[config.mk]
export PLATFORM = sky130hd
export DESIGN_NAME = pei_mul
export DESIGN_NICKNAME = d
export VERILOG_FILES = /design/src/design/assert_macros.svh /design/src/design/pei_pkg.sv /design/src/design/pei_mul.sv
export SDC_FILE = /design/constraint.sdc
export NUM_CORES = 2
export LEC_CHECK = 0
export ABC_AREA = 1
export BUFFER_PORTS_ARGS = -buffer_cell sky130_fd_sc_hd__buf_2
export CAP_MARGIN = 20
export CORE_MARGIN = 2
export CORE_UTILIZATION = 25
export CTS_CLUSTER_SIZE = 40
export DETAILED_ROUTE_END_ITERATION = 12
export SETUP_SLACK_MARGIN = 0.05
export SYNTH_ARGS = -nofsm -noshare
export SYNTH_HDL_FRONTEND = slang
export SYNTH_SLANG_ARGS = --single-unit
[constraint.sdc]
create_clock -name clk -period 21.2 [get_ports clk]
set_input_delay 4.24 -clock clk [delete_from_list [all_inputs] [get_ports clk]]
set_output_delay 4.24 -clock clk [all_outputs]
set_load 0.03 [all_outputs]
[src/design/assert_macros.svh]
// Shared assertion shorthands. Each one is clocked on clk and is off while rst is high.
`ifndef ASSERT_MACROS_SVH
`define ASSERT_MACROS_SVH

// Checks that cond_a implies cond_b in the same cycle.
`define CHK_SAME(label, cond_a, cond_b, msg) \
  label: assert property (@(posedge clk) disable iff (rst) (cond_a) |-> (cond_b)) \
    else $error(msg);

// Checks that cond_a implies cond_b in the next cycle.
`define CHK_NEXT(label, cond_a, cond_b, msg) \
  label: assert property (@(posedge clk) disable iff (rst) (cond_a) |=> (cond_b)) \
    else $error(msg);

`endif

[src/design/pei_pkg.sv]
// ----------------------------------------------------------------------------
// pei_pkg
// Types, constants and helpers for the particle integrator.
// ----------------------------------------------------------------------------
package pei_pkg;

  localparam int FRAC_BITS_DEF     = 16;
  localparam int MAX_PARTICLES_DEF = 65536;
  localparam int ACC_W             = 48;

  localparam logic [15:0] TIME_STEP_RST   = 16'd1092;
  localparam logic [16:0] RESTITUTION_RST = 17'd32768;
  localparam logic [30:0] SPEED_LIMIT_RST = 31'd5242880;
  localparam logic signed [31:0] WALL_LEFT_RST   = 32'sd0;
  localparam logic signed [31:0] WALL_RIGHT_RST  = 32'sd52428800;
  localparam logic signed [31:0] WALL_BOTTOM_RST = 32'sd0;
  localparam logic signed [31:0] WALL_TOP_RST    = 32'sd39321600;

  localparam logic [30:0] OUT31_MAX = 31'h7FFF_FFFF;
  localparam logic signed [65:0] S32_MAX = 66'sd2147483647;
  localparam logic signed [65:0] S32_MIN = -66'sd2147483648;

  typedef enum logic [2:0] {
    CFG_TIME_STEP   = 3'd0,
    CFG_RESTITUTION = 3'd1,
    CFG_SPEED_LIMIT = 3'd2,
    CFG_WALL_LEFT   = 3'd3,
    CFG_WALL_RIGHT  = 3'd4,
    CFG_WALL_BOTTOM = 3'd5,
    CFG_WALL_TOP    = 3'd6
  } cfg_reg_t;

  typedef enum logic {
    DU_DIV,
    DU_SQRT
  } du_mode_t;

  typedef struct packed {
    logic     start;
    du_mode_t mode;
  } du_cmd_t;

  typedef struct packed {
    logic busy;
    logic done;
  } du_stat_t;

  typedef enum logic [4:0] {
    ST_IDLE, ST_VX, ST_VY, ST_SQX, ST_SQY, ST_SQS, ST_ROOT,
    ST_LIMX, ST_DIVX, ST_WDIVX, ST_LIMY, ST_DIVY, ST_WDIVY,
    ST_PX, ST_PY, ST_STAT,
    ST_WL, ST_BL, ST_WR, ST_BR, ST_WB, ST_BB, ST_WT, ST_BT,
    ST_MS, ST_WMS, ST_MD, ST_WMD, ST_MP, ST_WMP, ST_OUT
  } state_t;

  function automatic logic signed [31:0] sat32(input logic signed [65:0] v);
    logic signed [31:0] r;
    if (v > S32_MAX) begin
      r = 32'sh7FFF_FFFF;
    end else if (v < S32_MIN) begin
      r = 32'sh8000_0000;
    end else begin
      r = v[31:0];
    end
    return r;
  endfunction

  function automatic logic [ACC_W-1:0] acc_add(input logic [ACC_W-1:0] s,
                                               input logic [ACC_W-1:0] v);
    logic [ACC_W:0] t;
    t = {1'b0, s} + {1'b0, v};
    return t[ACC_W] ? {ACC_W{1'b1}} : t[ACC_W-1:0];
  endfunction

endpackage

[src/design/pei_mul.sv]
// ----------------------------------------------------------------------------
// pei_mul
// Shared 33 x 33 signed multiplier with a registered product.
// ----------------------------------------------------------------------------
module pei_mul
  import pei_pkg::*;
(
  input  logic               clk,
  input  logic signed [32:0] a,
  input  logic signed [32:0] b,
  output logic signed [65:0] prod
);

  always_ff @(posedge clk) begin
    prod <= a * b;
  end

endmodule

==> results.cfg <==
[outcome]
status = completed

[synth]
synth_flop_cell = dfxtp_1
async_reset_ff_share_pct = 0
yosysWarnings = 0
synth_compound_area_share_pct = 1.38
synth_top_area_cell = fa_1
syn_avg_cell_area_um2 = 7.79
synth_cells = 5543
synth_top_area_share_pct = 53.1
synth_seq_cells = 66
synth_enable_flop_cells = 0
synth_top_family_by_area = adder cells
synth_xor_area_share_pct = 0.832
synth_fp_nets = 6972
synth.area.top_cells = fa_1, inv_1, nand2_1, ha_1, dfxtp_1
ys_seq_area_share_pct = 3.06
ys_types = 35
synth_area_um2 = 43200
synth_mux_area_share_pct = 0
synthAdderAreaFrac_pct = 59.4
synth-simple-area-share_pct = 16.6

[detailed_routing]
drt_iter0_markers = 2086
vias_per_cell = 4.21
wl_per_cell_um = 16.2
ant_nets = 0
first_pass_iters = 5
drcViolationCount = 0
vias = 32700
drt_wl_total_um = 126000

[worst_setup_path]
crit_path_top_delay_cell = fa_1
crit_path_frequent_cell = fa_1
worstPathArrival_ns = 12.10
max_stage_delay_ns = 1.21
crit_required_ns = 21.44
crit_chain = buf_2 -> nand2_1 -> fa_1 -> fa_1 -> fa_1 -> inv_1 -> fa_1 -> fa_1 -> fa_1 -> fa_1 -> inv_1 -> fa_1 -> inv_1 -> ha_1 -> nand2_1 -> nor2_1 -> nand2_1 -> nor4_1 -> nand2_1 -> nand3_1 -> nand2_1
worstSetupPathType = input pin to flop
cp-end-kind = flop
path_max_fanout = 33
critPathLaunchType = input pin

[hold_path]
hold_class = input pin to flop

[sta]
tns_ns = 0
drv_slew = 0
fmax_ghz = 0.0843
slew_headroom_pct = 28.7
max_slew.worst_pin.slew_ns = 1.07
hold_ws_ns = 4.45
finalSetupViolations = 0
hold_violations = 0
rsz0062_at_grt = no
fin_crit_sh_pct = 55.9
timing.final.crit_period_ns = 11.86

[global_routing]
antenna_found_initial = 40
grt_overflow = 0
grt_pass1_wl_um = 205000
grt_start_max_net_pins = 35
grt_pass1_vias = 36500
busiest_layer = met2
use_met2_pct = 27.6
grt_use_met1_pct = 18.4
grt_usage_pct = 14.9
met3_usage_pct = 1.21

[clocking]
cts_tree = built
clk_pin_slew_ns = 0.06
clock_sinks = 66
clockBufferDepth = 2
cts_buffers = 9
hold_buffers = 0
clock-root-buffer = clkbuf_16
cts_setup_buffers = 0
h-tree-depth = 3
cts_resized = 0

[place]
hpwl_um = 107000
numPortBuffers = 132
place_area_um2 = 45900
gp_congestion = 0.924
dp_cells = 7743

[floorplan]
die_y_um = 420
fp.dieW_um = 420
dieArea_um2 = 176000
coreArea_um2 = 172000
floorplan.initialDensity_pct = 25.2
io-pin-count = 133
core.rowCount = 152

[cells_and_area]
largest_register = prod
nets = 6874
layout_commonest_cell = inv_1
fin_cells = 7769
final_area_um2 = 46200
mostFrequentLayoutCells = inv_1, nand2_1, fa_1
largest_reg_flops = 66
top_regs = prod x66
area_growth_pct = 7.12
drive_gt1_share_pct = 4.24

[flow_run]
maxCapViolCount = 0
## kinds of logic (layout without fill, tap and decap cells)
kind of cell / after synthesis / count (layout)
buffers and inverters: 2158 / 2065
AND/OR/NAND/NOR: 1810 / 1810
adder cells (fa/ha/maj): 1362 / 1362
AO/OA/AOI/OAI: 106 / 106
flip-flops: 66 / 66
XOR/XNOR: 41 / 41
other: 0 / 9
## worst paths after layout
kind / depth (start not counted) / slack, ns / end / startpoint
worst max-delay path: 21 / 9.34 / prod[64] / b[9]
worst min-delay path: 4 / 4.45 / prod[0] / b[0]
## worst max-delay path, delay by kind of cell
family,cells,cell delay [ns]
fa+ha+maj,9,5.48
simple gates,8,1.44
buf+inv,4,0.91
## cell type report
cell class / count / area [um^2]
Multi-Input combinational cell: 3319 / 33800
Timing Repair Buffer: 154 / 846
Tap cell: 2310 / 2890
Clock inverter: 7 / 78.8
Sequential cell: 66 / 1320
Clock buffer: 9 / 225
Fill cell: 18800 / 125000
Inverter: 1895 / 7110
Antenna cell: 9 / 22.5
## stage by stage
step,util (%),setup WS [ns]
after detailed placement,26.8,8.98
after floorplan,-,10.20
after global placement,26.8,9.16
final,27.0,9.34
after global routing,27.0,8.88
after CTS,26.9,9.33
## cells in the mapped netlist, types with 4 or more instances
master and n:
nand2_2 17, nand2_1 1517, fa_1 1145, nor4_1 4, nand3_2 8, xor2_1 37
clkbuf_1 262, o21bai_1 14, o21ai_0 19, nor2_1 131, nand3_1 70, nor3_1 7
a21oi_1 61, xnor2_1 4, or2_2 5, nand4_1 19, dfxtp_1 66, nor2_2 20
ha_1 217, inv_1 1894, a21oi_2 4
## routing by layer
metal,part of all wire [%],up-vias
li1,-,14800
met1,40,16700
met2,52,1001
met3,4.6,255
met4,3.2,2
met5,0.010,-
Power is left out: the tool's default activity adds up to more than one toggle a clock period on the data nets, which glitch-free logic cannot reach.
