==> src/design/assert_macros.svh <==
// Shared assertion shorthands. Each one is clocked on clk and is off while rst is high.
`ifndef ASSERT_MACROS_SVH
`define ASSERT_MACROS_SVH

// Checks that cond_a implies cond_b in the same cycle.
`define CHK_SAME(label, cond_a, cond_b, msg) \
  label: assert property (@(posedge clk) disable iff (rst) (cond_a) |-> (cond_b)) \
    else $error(msg);

// Checks that cond_a implies cond_b in the next cycle.
`define CHK_NEXT(label, cond_a, cond_b, msg) \
  label: assert property (@(posedge clk) disable iff (rst) (cond_a) |=> (cond_b)) \
    else $error(msg);

`endif

==> src/design/pei_pkg.sv <==
// ----------------------------------------------------------------------------
// pei_pkg
// Types, constants and helpers for the particle integrator.
// ----------------------------------------------------------------------------
package pei_pkg;

  localparam int FRAC_BITS_DEF     = 16;
  localparam int MAX_PARTICLES_DEF = 65536;
  localparam int ACC_W             = 48;

  localparam logic [15:0] TIME_STEP_RST   = 16'd1092;
  localparam logic [16:0] RESTITUTION_RST = 17'd32768;
  localparam logic [30:0] SPEED_LIMIT_RST = 31'd5242880;
  localparam logic signed [31:0] WALL_LEFT_RST   = 32'sd0;
  localparam logic signed [31:0] WALL_RIGHT_RST  = 32'sd52428800;
  localparam logic signed [31:0] WALL_BOTTOM_RST = 32'sd0;
  localparam logic signed [31:0] WALL_TOP_RST    = 32'sd39321600;

  localparam logic [30:0] OUT31_MAX = 31'h7FFF_FFFF;
  localparam logic signed [65:0] S32_MAX = 66'sd2147483647;
  localparam logic signed [65:0] S32_MIN = -66'sd2147483648;

  typedef enum logic [2:0] {
    CFG_TIME_STEP   = 3'd0,
    CFG_RESTITUTION = 3'd1,
    CFG_SPEED_LIMIT = 3'd2,
    CFG_WALL_LEFT   = 3'd3,
    CFG_WALL_RIGHT  = 3'd4,
    CFG_WALL_BOTTOM = 3'd5,
    CFG_WALL_TOP    = 3'd6
  } cfg_reg_t;

  typedef enum logic {
    DU_DIV,
    DU_SQRT
  } du_mode_t;

  typedef struct packed {
    logic     start;
    du_mode_t mode;
  } du_cmd_t;

  typedef struct packed {
    logic busy;
    logic done;
  } du_stat_t;

  typedef enum logic [4:0] {
    ST_IDLE, ST_VX, ST_VY, ST_SQX, ST_SQY, ST_SQS, ST_ROOT,
    ST_LIMX, ST_DIVX, ST_WDIVX, ST_LIMY, ST_DIVY, ST_WDIVY,
    ST_PX, ST_PY, ST_STAT,
    ST_WL, ST_BL, ST_WR, ST_BR, ST_WB, ST_BB, ST_WT, ST_BT,
    ST_MS, ST_WMS, ST_MD, ST_WMD, ST_MP, ST_WMP, ST_OUT
  } state_t;

  function automatic logic signed [31:0] sat32(input logic signed [65:0] v);
    logic signed [31:0] r;
    if (v > S32_MAX) begin
      r = 32'sh7FFF_FFFF;
    end else if (v < S32_MIN) begin
      r = 32'sh8000_0000;
    end else begin
      r = v[31:0];
    end
    return r;
  endfunction

  function automatic logic [ACC_W-1:0] acc_add(input logic [ACC_W-1:0] s,
                                               input logic [ACC_W-1:0] v);
    logic [ACC_W:0] t;
    t = {1'b0, s} + {1'b0, v};
    return t[ACC_W] ? {ACC_W{1'b1}} : t[ACC_W-1:0];
  endfunction

endpackage

==> src/design/pei_dsu.sv <==
// ----------------------------------------------------------------------------
// pei_dsu
// Iterative divide / square-root unit: one shift-subtract step per cycle.
// Divide needs dividend[63:32] < divisor and gives a 32-bit quotient.
// ----------------------------------------------------------------------------
`include "assert_macros.svh"

module pei_dsu
  import pei_pkg::*;
(
  input  logic        clk,
  input  logic        rst,
  input  du_cmd_t     cmd,
  input  logic [63:0] dividend,
  input  logic [31:0] divisor,
  output du_stat_t    stat,
  output logic [31:0] result
);

  localparam int STEPS = 32;
  localparam int CNT_W = $clog2(STEPS + 1);

  logic [34:0]      rem;
  logic [63:0]      work;
  logic [31:0]      quot;
  logic [31:0]      den;
  du_mode_t         mode;
  logic [CNT_W-1:0] cnt;
  logic             busy;
  logic             done;

  logic [34:0] trial;
  logic [34:0] sub;
  logic        ge;

  always_comb begin
    if (mode == DU_DIV) begin
      trial = {rem[33:0], work[63]};
      sub   = {3'b000, den};
    end else begin
      trial = {rem[32:0], work[63:62]};
      sub   = {1'b0, quot, 2'b01};
    end
    ge = (trial >= sub);
  end

  always_ff @(posedge clk) begin
    if (rst) begin
      busy <= 1'b0;
      done <= 1'b0;
      cnt  <= '0;
    end else begin
      done <= 1'b0;
      if (cmd.start) begin
        busy <= 1'b1;
        cnt  <= CNT_W'(STEPS);
      end else if (busy) begin
        cnt <= cnt - 1'b1;
        if (cnt == CNT_W'(1)) begin
          busy <= 1'b0;
          done <= 1'b1;
        end
      end
    end
  end

  always_ff @(posedge clk) begin
    if (cmd.start) begin
      mode <= cmd.mode;
      den  <= divisor;
      quot <= '0;
      if (cmd.mode == DU_DIV) begin
        rem  <= {3'b000, dividend[63:32]};
        work <= {dividend[31:0], 32'd0};
      end else begin
        rem  <= '0;
        work <= dividend;
      end
    end else if (busy) begin
      rem  <= ge ? (trial - sub) : trial;
      quot <= {quot[30:0], ge};
      work <= (mode == DU_DIV) ? {work[62:0], 1'b0} : {work[61:0], 2'b00};
    end
  end

  assign stat   = '{busy: busy, done: done};
  assign result = quot;

  `CHK_NEXT(a_start_busy, cmd.start, busy, "unit not busy after start")
  `CHK_SAME(a_done_idle, done, !busy, "unit busy while reporting done")

endmodule

==> config.mk <==
export PLATFORM = sky130hd
export DESIGN_NAME = pei_dsu
export DESIGN_NICKNAME = d
export VERILOG_FILES = /design/src/design/pei_pkg.sv /design/src/design/pei_dsu.sv
export VERILOG_INCLUDE_DIRS = /design/src /design/src/design
export SDC_FILE = /design/constraint.sdc
export NUM_CORES = 1
export LEC_CHECK = 0
export ABC_AREA = 1
export BUFFER_PORTS_ARGS = -buffer_cell sky130_fd_sc_hd__buf_2
export CAP_MARGIN = 20
export CELL_PAD_IN_SITES_DETAIL_PLACEMENT = 1
export CELL_PAD_IN_SITES_GLOBAL_PLACEMENT = 1
export CORE_UTILIZATION = 44
export DETAILED_ROUTE_END_ITERATION = 7
export PLACE_DENSITY_LB_ADDON = 0.3
export SETUP_SLACK_MARGIN = 0.3
export SLEW_MARGIN = 30
export SYNTH_ARGS = -nofsm -noshare
export SYNTH_HDL_FRONTEND = slang
export SYNTH_SLANG_ARGS = --single-unit
==> constraint.sdc <==
create_clock -name clk -period 5.94 [get_ports clk]
set_clock_uncertainty 0.05 [all_clocks]
set_input_delay 0.594 -clock clk [delete_from_list [all_inputs] [get_ports clk]]
set_output_delay 0.594 -clock clk [all_outputs]
set_load 0.1 [all_outputs]
==> results of run 1 <==
-- registers in the layout, indices dropped and copies added, names as in the netlist --
register,flops
busy,1
cnt,6
den,32
done,1
mode,1
rem,34
result,32
work,64
-- cells by family after synthesis --
family / count (synthesis) / synth area share [%]
and+or+nand+nor: 711 / 27.6
adders and majority gates: 37 / 4.19
xor gates and xnor gates: 15 / 1.17
buffers and inverters: 333 / 11.5
DFF: 171 / 42.1
AOI/OAI and AO/OA: 236 / 13.4
-- Yosys cell counts (all sizes together) --
cell type / count / share of area, %
fa: 1 / 0.18
ha: 36 / 4.0
o31ai: 11 / 0.73
nand4: 5 / 0.28
or3: 1 / 0.056
o22ai: 31 / 1.7
inv: 258 / 8.6
a31oi: 1 / 0.056
nor2: 133 / 4.8
edfxtp: 131 / 35
o21bai: 2 / 0.13
o311ai: 11 / 0.86
nor3: 10 / 0.45
o221ai: 20 / 1.6
xnor2: 14 / 1.1
a21oi: 27 / 1.2
dfxtp: 40 / 7.1
nand3b: 5 / 0.33
and2: 4 / 0.22
clkbuf: 49 / 1.6
nand2: 359 / 12
or2: 54 / 3.0
nor4: 1 / 0.056
buf: 26 / 1.3
a211oi: 1 / 0.067
o21ai: 92 / 4.1
and3: 1 / 0.056
xor2: 1 / 0.078
nand3: 138 / 6.2
o32ai: 19 / 1.5
o211ai: 21 / 1.4
-- final timing paths --
check        startpoint       to  slack [ps]  cells after the start
max                mode  rem[20]        1800                     14
min          divisor[1]   den[1]         260                      1
max reg2reg        mode  rem[20]        1800                     14
min reg2reg      cnt[0]   cnt[0]         450                      2
-- layout make-up --
class | instances | area share [%]
sequential | 171 | 37.4
multi-input combinational | 999 | 41.1
timing repair buffer | 142 | 5.90
clock inverter | 15 | 1.37
tap | 330 | 3.26
inverter | 258 | 7.66
clock buffer | 17 | 3.36
-- placed cells by master (no fill, tap or decap), types with 2 or more instances in the layout --
cell | synthesis | layout
o221ai_1 | 20 | 20
nor3_1 | 10 | 10
inv_8 | 0 | 4
o21ai_1 | 20 | 20
nand2_2 | 3 | 4
o31ai_1 | 11 | 11
o22ai_1 | 31 | 31
a21oi_1 | 26 | 26
buf_4 | 2 | 9
buf_2 | 12 | 132
o211ai_1 | 21 | 21
dfxtp_1 | 40 | 40
nand2_1 | 355 | 354
nand3b_1 | 5 | 5
o32ai_1 | 19 | 19
clkinv_8 | 0 | 5
inv_6 | 0 | 3
o21bai_1 | 2 | 2
inv_2 | 9 | 9
nand4_1 | 5 | 5
and2_1 | 4 | 4
nor2_2 | 6 | 6
or2_2 | 54 | 54
nor2_1 | 125 | 125
clkbuf_16 | 0 | 17
clkinv_4 | 0 | 2
o21ai_0 | 72 | 72
o311ai_0 | 11 | 11
ha_1 | 36 | 36
xnor2_1 | 14 | 14
edfxtp_1 | 131 | 131
nand3_1 | 137 | 137
inv_1 | 249 | 248
-- report_power, final --
| group | leakage (µW) | internal, µW | switching [µW] |
|---|---|---|---|
| clock network | 0.000292 | 568 | 593 |
| registers | 0.00166 | 1490 | 73.6 |
| logic | 0.00400 | 639 | 1360 |
| total | 0.00595 | 2700 | 2020 |
-- per-stage QoR --
step / power (µW) / area, µm² / hold WS [ps]
global placement: 3470 / 12100 / 412
global route: 5020 / 12700 / 256
floorplan: 2970 / 11200 / 398
CTS: 4710 / 12700 / 256
detailed placement: 3520 / 12100 / 433
finish: 4720 / 12700 / 259
-- worst max-delay path: stages, from the launching register on --
cell	delay [ps]
edfxtp_1	450
inv_2	590
or2_2	220
o21ai_0	140
inv_1	190
ha_1	310
nand2_1	190
nor2_1	200
nand2_1	120
nor2_1	140
nand2_2	470
nand2_8	450
nand3_1	170
nand3_1	110
nand2_1	60
-- metal layers --
layer | global-route usage (%) | share of wire (%) | vias to the layer above
met5 | 0 | 0 | -
met4 | 6.69 | 1.6 | 0
met3 | 3.86 | 4.6 | 35
met2 | 46.4 | 47 | 266
met1 | 39.3 | 47 | 5189
li1 | - | - | 5132
==> flow_summary.yaml, run 1 <==
timing:
  tightest_slew_ps: 801
  fin_crit_ps: 4140
  timing.setup.tns_ps: 0
  fmax_ghz: 0.242
  final.setup.worst_slack_ps: 1800
  period_share_pct: 69.6
  setup_viol: 0
  relSlewSlack_pct: 46.4
  rsz0062_at_grt: "no"
  finalHoldViolations: 0
  final_max_slew_viol_count: 0
cells_and_area:
  nFillCells: 3262
  final_util_pct: 50.5
  nets: 1726
  multi_input_comb_area_um2: 5210
  drive_above_1_share_pct: 15.7
  regArea_um2: 4730
  num_antenna_cells: 0
  area_growth_pct: 12.8
  final_cells: 1932
cts:
  path_clk_slew_ps: 80
  clk_path_buf_depth: 2
  post_cts_buffers: 0
  cts_resized: 0
  cts-root-buf: "clkbuf_16"
  htree_levels: 4
  cts_tree: "yes"
  numCtsBuffers: 17
  clkSinkCount: 171
  insertion_delay_ps: 460
  hold_buffers: 0
critical_path:
  path_max_fanout: 50
  critPathKind: "flop to flop"
  arrival_ps: 4290
  cp.required_ps: 6100
  endpoint_kind: "flop"
  cp-start-kind: "flop"
drt:
  first_iter_violations: 677
  ant_nets: 0
  wl_um: 36000
  drc: 0
  vias_per_cell: 5.50
  vias: 10600
  wl_per_cell_um: 18.6
  drt-pass1-iter-count: 5
place:
  numPortBuffers: 133
  dpl.cell_count: 1900
  place_congestion: 0.899
  dpl_worst_slack_ps: 1890
  post-dp-hpwl_um: 26100
worst_hold_path:
  hp-class: "primary input to flop"
global_routing:
  antenna_found_initial: 0
  globalRouteOverflowTotal: 0
  grt_pass1_vias: 10800
  grt_pass1_wl_um: 57600
  track_usage_pct: 28.3
  grt_max_degree: 165
floorplan:
  dieArea_um2: 26200
  die_h_um: 162
  num_rows: 58
  core_area_um2: 25100
  start_util_pct: 44.8
  die_w_um: 162
  io-pin-count: 134
yosys:
  yosysSeqAreaShare_pct: 42.1
  syn_area_per_cell_um2: 7.48
  synth.distinct_cells: 43
  synthCells: 1503
  synth_area_um2: 11200
  ys_ff_latch: 171
  postSynthNetCount: 1640
  ys_warn_count: 0
job:
  drv_cap: 0
pwr:
  p_leak_uw: 0.00595
  peakVddDrop_uv: 222
  power.density_nw_per_um2: 373
run_status:
  outcome: "finished, final reports clean"
(Power assumes the default switching activity.)
==> run 2: changes to the inputs <==
- ABC_AREA: 1 -> 0
- CORE_UTILIZATION: 44 -> 42
- clock period: 5.94 -> 3.4 ns (I/O delays scaled with it)
==> run 2 against run 1 <==
The flow now finishes with violations (setup timing). Synthesized cell count shrank 32%. Count of clock-buffer cells in the layout is the same. Register-to-register slack lost 2400 ps. Synthesized area shrank 5.6%. Clock power grew 79%.
==> flow_summary.yaml, run 2 <==
yosys:
  synth-edff-count: 131
  yosysSeqAreaShare_pct: 44.6
  syn_area_per_cell_um2: 10.4
  ys_warn_count: 0
  synth_top_cell_by_area: "edfxtp_1"
  synthTopCellsByCount: "mux2i_1 (143), edfxtp_1 (131), a21oi_1 (86), nand2_1 (86), nor2_1 (68)"
  ys_async_sr_fraction_pct: 0
  postSynthNetCount: 1154
  synth_area_um2: 10600
  synthFlopType: "edfxtp_1"
  synth_top_area_share_pct: 37.1
  ys_ff_latch: 171
  yosys.cell_count.top_type: "mux2i_1"
  synth.distinct_cells: 74
  synthCells: 1017
  synth_area_leaders: "edfxtp_1 (37%), mux2i_1 (13%), dfxtp_1 (7.5%)"
cts:
  htree_levels: 4
  cts-root-buf: "clkbuf_16"
  insertion_delay_ps: 460
  numCtsBuffers: 17
  clk_path_buf_depth: 2
  clkSinkCount: 171
  cts_tree: "yes"
  path_clk_slew_ps: 80
pwr:
  p_clk_share_pct: 15.8
  p_leak_uw: 0.00597
  internal_power_uw: 7710
  seqPwrFrac_pct: 22.1
  power.density_nw_per_um2: 907
  power_switching_uw: 5520
  pwr-share-comb_pct: 62.1
  peakVddDrop_uv: 530
  sw_frac_of_total_pct: 41.7
critical_path:
  crit_path_top_delay_cell: "edfxtp_1"
  path_cells: "buf_6, buf_12, mux2_4, ha_1, buf_4, nand4_1, nor4_4, nand4_1, a31o_2, o2111ai_4, o21a_4, buf_12, buf_16, buf_4, nand2_1, a31oi_1"
  endpoint_kind: "flop"
  cpPeakStageDelay_ps: 470
  arrival_ps: 4200
  worst-path-buf-inv: 6
  cp.required_ps: 3590
  path_max_fanout: 10
  cp-start-kind: "flop"
  worst_path_dominant_cell_family: "compound AO/OA/AOI/OAI gates"
  critPathKind: "flop to flop"
drt:
  first_iter_violations: 728
  vias_per_cell: 6.08
  vias: 9756
  ant_nets: 0
  wl_um: 42000
  wl_per_cell_um: 26.2
  drc: 0
  drt-pass1-iter-count: 6
timing:
  rsz0062_at_grt: "yes"
  fin_crit_ps: 4010
  finalHoldViolations: 0
  fmax_ghz: 0.250
  whs_ps: 3.25
  timing.setup.tns_ps: -14690
  tightest_slew_ps: 865
  relSlewSlack_pct: 42.4
  final_max_slew_viol_count: 0
  period_share_pct: 118
  setup_viol: 35
  final.setup.worst_slack_ps: -607
global_routing:
  grt_max_degree: 153
  globalRouteOverflowTotal: 0
  grt_pass1_wl_um: 58400
  grtUsageMet3_pct: 4.13
  use_met1_pct: 33.3
  track_usage_pct: 29.5
  grt_use_met2_pct: 53.3
  busiest_layer: "met2"
  antenna_found_initial: 0
  grt_pass1_vias: 10400
cells_and_area:
  nets: 1405
  area_growth_pct: 37.6
  largest_register_ffs: 64
  regArea_um2: 4740
  reg_top3: "work: 64 flops, rem: 34 flops"
  layout_common_cells: "buf_2 (132), buf_4 (132), edfxtp_1 (131), mux2i_1 (120), nand2_1 (79)"
  nFillCells: 2609
  regMostFlops: "work"
  multi_input_comb_area_um2: 6460
  num_antenna_cells: 0
  drive_above_1_share_pct: 40.0
floorplan:
  die_w_um: 161
  die_h_um: 161
  core_area_um2: 24500
  io-pin-count: 134
  num_rows: 57
  dieArea_um2: 25900
  start_util_pct: 43.2
run_status:
  outcome: "finished with violations"
  violations: "setup timing"
worst_hold_path:
  hp-class: "primary input to flop"
place:
  post-dp-hpwl_um: 22500
  numPortBuffers: 133
  dpl_worst_slack_ps: -278
  place_congestion: 0.905
job:
  drv_cap: 0
-- run 2: worst paths after layout --
check / to / cells after the start / startpoint / slack, ps
worst max-delay path: rem[17] / 16 / mode / -610
worst min-delay path: den[9] / 1 / divisor[9] / 3
worst max register to register: rem[17] / 16 / mode / -610
worst min register to register: result[3] / 2 / result[3] / 480
-- run 2: cell type report --
type | instances | share of cell area (%)
tap | 324 | 2.78
inverter | 17 | 0.437
clock inverter | 15 | 1.21
timing repair buffer | 303 | 15.9
multi-input combinational | 758 | 44.3
sequential | 171 | 32.5
clock buffer | 17 | 2.92
-- run 2: kinds of logic after synthesis --
group,after synthesis,share of synthesized area [%]
and+or+nand+nor,253,11.3
buffers and inverters,88,4.43
DFF,171,44.6
adders and majority gates,37,4.43
xor gates and xnor gates,27,2.23
muxes,176,17.0
AOI/OAI and AO/OA,265,15.9
-- run 2: timing repair --
| action | CTS | global route |
|---|---|---|
| gates cloned | 7 | 0 |
| buffers inserted | 26 | 11 |
| hold buffers | 0 | 0 |
| setup endpoints to repair | 35 | 35 |
| resized for setup | 145 | 63 |
| pin swaps | 29 | 26 |
-- run 2: through the flow --
| stage | cells | util [%] | cell area [µm²] | power [µW] |
|---|---|---|---|---|
| detailed placement | 1529 | 50.4 | 12400 | 8250 |
| CTS | 1594 | 57.6 | 14100 | 11700 |
| global placement | 1529 | 50.4 | 12400 | 8100 |
| floorplan | 1017 | - | 10800 | 6300 |
| global route | 1605 | 59.5 | 14600 | 13600 |
| finish | 1605 | 59.5 | 14600 | 13200 |
-- run 2: layer usage --
layer | wire length, µm | part of all wire [%]
met1 | 15700 | 37
met2 | 21700 | 52
met3 | 1930 | 4.6
met4 | 2670 | 6.3
met5 | 0 | 0
-- run 2: power by group through the flow --
stage	clock network (µW)	logic, µW	registers (µW)
after floorplan	0	3450	2860
after global placement	0	5200	2900
after detailed placement	0	5340	2910
after CTS	2060	6750	2880
after global routing	2160	8510	2940
final	2080	8220	2930
==> run 3: changes to the inputs <==
- CORE_UTILIZATION: 42 -> 50
- clock period: 3.4 -> 5 ns (I/O delays scaled with it)
==> run 3 against run 2 <==
The flow now finishes without violations. Cell count is 13% lower. First-iteration DRC count is 33% lower. Die area shrank 16%. Critical endpoint is now rem[3]. Largest cell class unchanged. Largest power group unchanged. Highest routed layer unchanged.
==> flow_summary.yaml, run 3 (synthesis results as in run 2) <==
timing:
  setup_viol: 0
  fmax_ghz: 0.232
  tightest_slew_ps: 819
  relSlewSlack_pct: 45.4
  period_share_pct: 86.4
  final.setup.worst_slack_ps: 682
  fin_crit_ps: 4320
  final_max_slew_viol_count: 0
  timing.setup.tns_ps: 0
  finalHoldViolations: 0
  rsz0062_at_grt: "no"
critical_path:
  cp-start-kind: "flop"
  r2r-start: "mode"
  path_max_fanout: 31
  r2r_end: "rem[3]"
  ff2ff_setup_slack_ps: 680
  critPathKind: "flop to flop"
  r2r_cells: 11
  arrival_ps: 4430
  endpoint_kind: "flop"
  cp.required_ps: 5110
pwr:
  peakVddDrop_uv: 251
  power.density_nw_per_um2: 513
  p_leak_uw: 0.00496
  power_uw: 6130
drt:
  drc: 0
  wl_um: 28100
  first_iter_violations: 490
  ant_nets: 0
  vias_per_cell: 5.85
  drt-pass1-iter-count: 5
  vias: 8154
  wl_per_cell_um: 20.2
cts:
  clkSinkCount: 171
  path_clk_slew_ps: 70
  cts_tree: "yes"
  insertion_delay_ps: 440
  hold_buffers: 0
  htree_levels: 4
  clk_path_buf_depth: 2
  cts_resized: 0
  post_cts_buffers: 0
  cts-root-buf: "clkbuf_16"
  numCtsBuffers: 17
cells_and_area:
  largest_register_ffs: 64
  regMostFlops: "work"
  num_antenna_cells: 0
  layout_common_cells: "mux2i_1 (143), buf_2 (132), edfxtp_1 (131), a21oi_1 (86), nand2_1 (85)"
  nFillCells: 2294
  final_cells: 1395
  drive_above_1_share_pct: 20.6
  nets: 1249
  area_growth_pct: 12.7
  reg_top3: "work: 64 flops, rem: 34 flops"
  layout_commonest_cell: "mux2i_1"
global_routing:
  grt_pass1_wl_um: 45200
  track_usage_pct: 26.7
  grt_max_degree: 83
  antenna_found_initial: 0
  grt_pass1_vias: 8481
  globalRouteOverflowTotal: 0
worst_hold_path:
  hp-class: "primary input to flop"
  hold_path.startpoint: "divisor[8]"
  hold_depth: 1
  hold-path-endpoint: "den[8]"
place:
  post-dp-hpwl_um: 20100
  dpl_worst_slack_ps: 654
  dpl.cell_count: 1363
  numPortBuffers: 133
  place_congestion: 0.904
floorplan:
  dieArea_um2: 21800
  num_rows: 52
  io-pin-count: 134
  core_area_um2: 20500
  die_w_um: 148
  start_util_pct: 51.8
  die_h_um: 148
job:
  drv_cap: 0
run_status:
  outcome: "finished, final reports clean"
==> run 3: worst max-delay path, stage by stage (launching register included) <==
cell,delay [ps]
edfxtp_1,640
buf_12,290
mux2_2,390
ha_1,420
o21ai_0,190
o21ai_1,210
nand4_1,250
a2111oi_4,530
o21a_1,400
buf_12,250
mux2i_1,280
o21ai_0,110
==> run 3: layout make-up <==
class	instances	area, µm²	share of cell area (%)
Clock buffer	17	425	3.56
Clock inverter	15	133	1.11
Inverter	17	63.8	0.534
Multi-Input combinational cell	758	5420	45.4
Sequential cell	171	4740	39.6
Tap cell	270	338	2.83
Timing Repair Buffer	147	835	6.98
==> run 3: layer usage <==
layer	global-route usage, %	share of wire [%]	up-vias	wire length (µm)
met5	0	0	-	0
met2	47.2	52	163	14600
met3	3.40	2.8	47	790
met1	33.2	43	3971	12000
met4	10.2	2.7	0	749
li1	-	-	3973	-
==> run 3: per-stage QoR <==
stage / hold WS [ps] / util [%] / instance area, µm²
2_1_floorplan: 408 / - / 10600
3_3_place_gp: 429 / 55.4 / 11400
3_5_place_dp: 442 / 55.5 / 11400
4_1_cts: 166 / 58.3 / 11900
5_1_grt: 168 / 58.3 / 12000
6_report: 181 / 58.3 / 12000
==> run 3: power by group <==
part / leakage, µW / total (µW) / switching [µW] / internal [µW]
combinational: 0.00303 / 2890 / 1700 / 1180
clock: 0.000271 / 1290 / 639 / 655
sequential: 0.00165 / 1950 / 117 / 1830
total: 0.00496 / 6130 / 2460 / 3670
==> run 3: worst max-delay path by stage <==
| stage | from | to | slack (ps) | depth (start not counted) |
|---|---|---|---|---|
| 5_1_grt | mode | rem[2] | 420 | 12 |
| 3_5_place_dp | mode | rem[0] | 650 | 11 |
| 4_1_cts | mode | rem[0] | 630 | 11 |
| 6_report | mode | rem[3] | 680 | 11 |
| 2_1_floorplan | mode | rem[29] | 740 | 15 |
| 3_3_place_gp | mode | rem[1] | 730 | 11 |
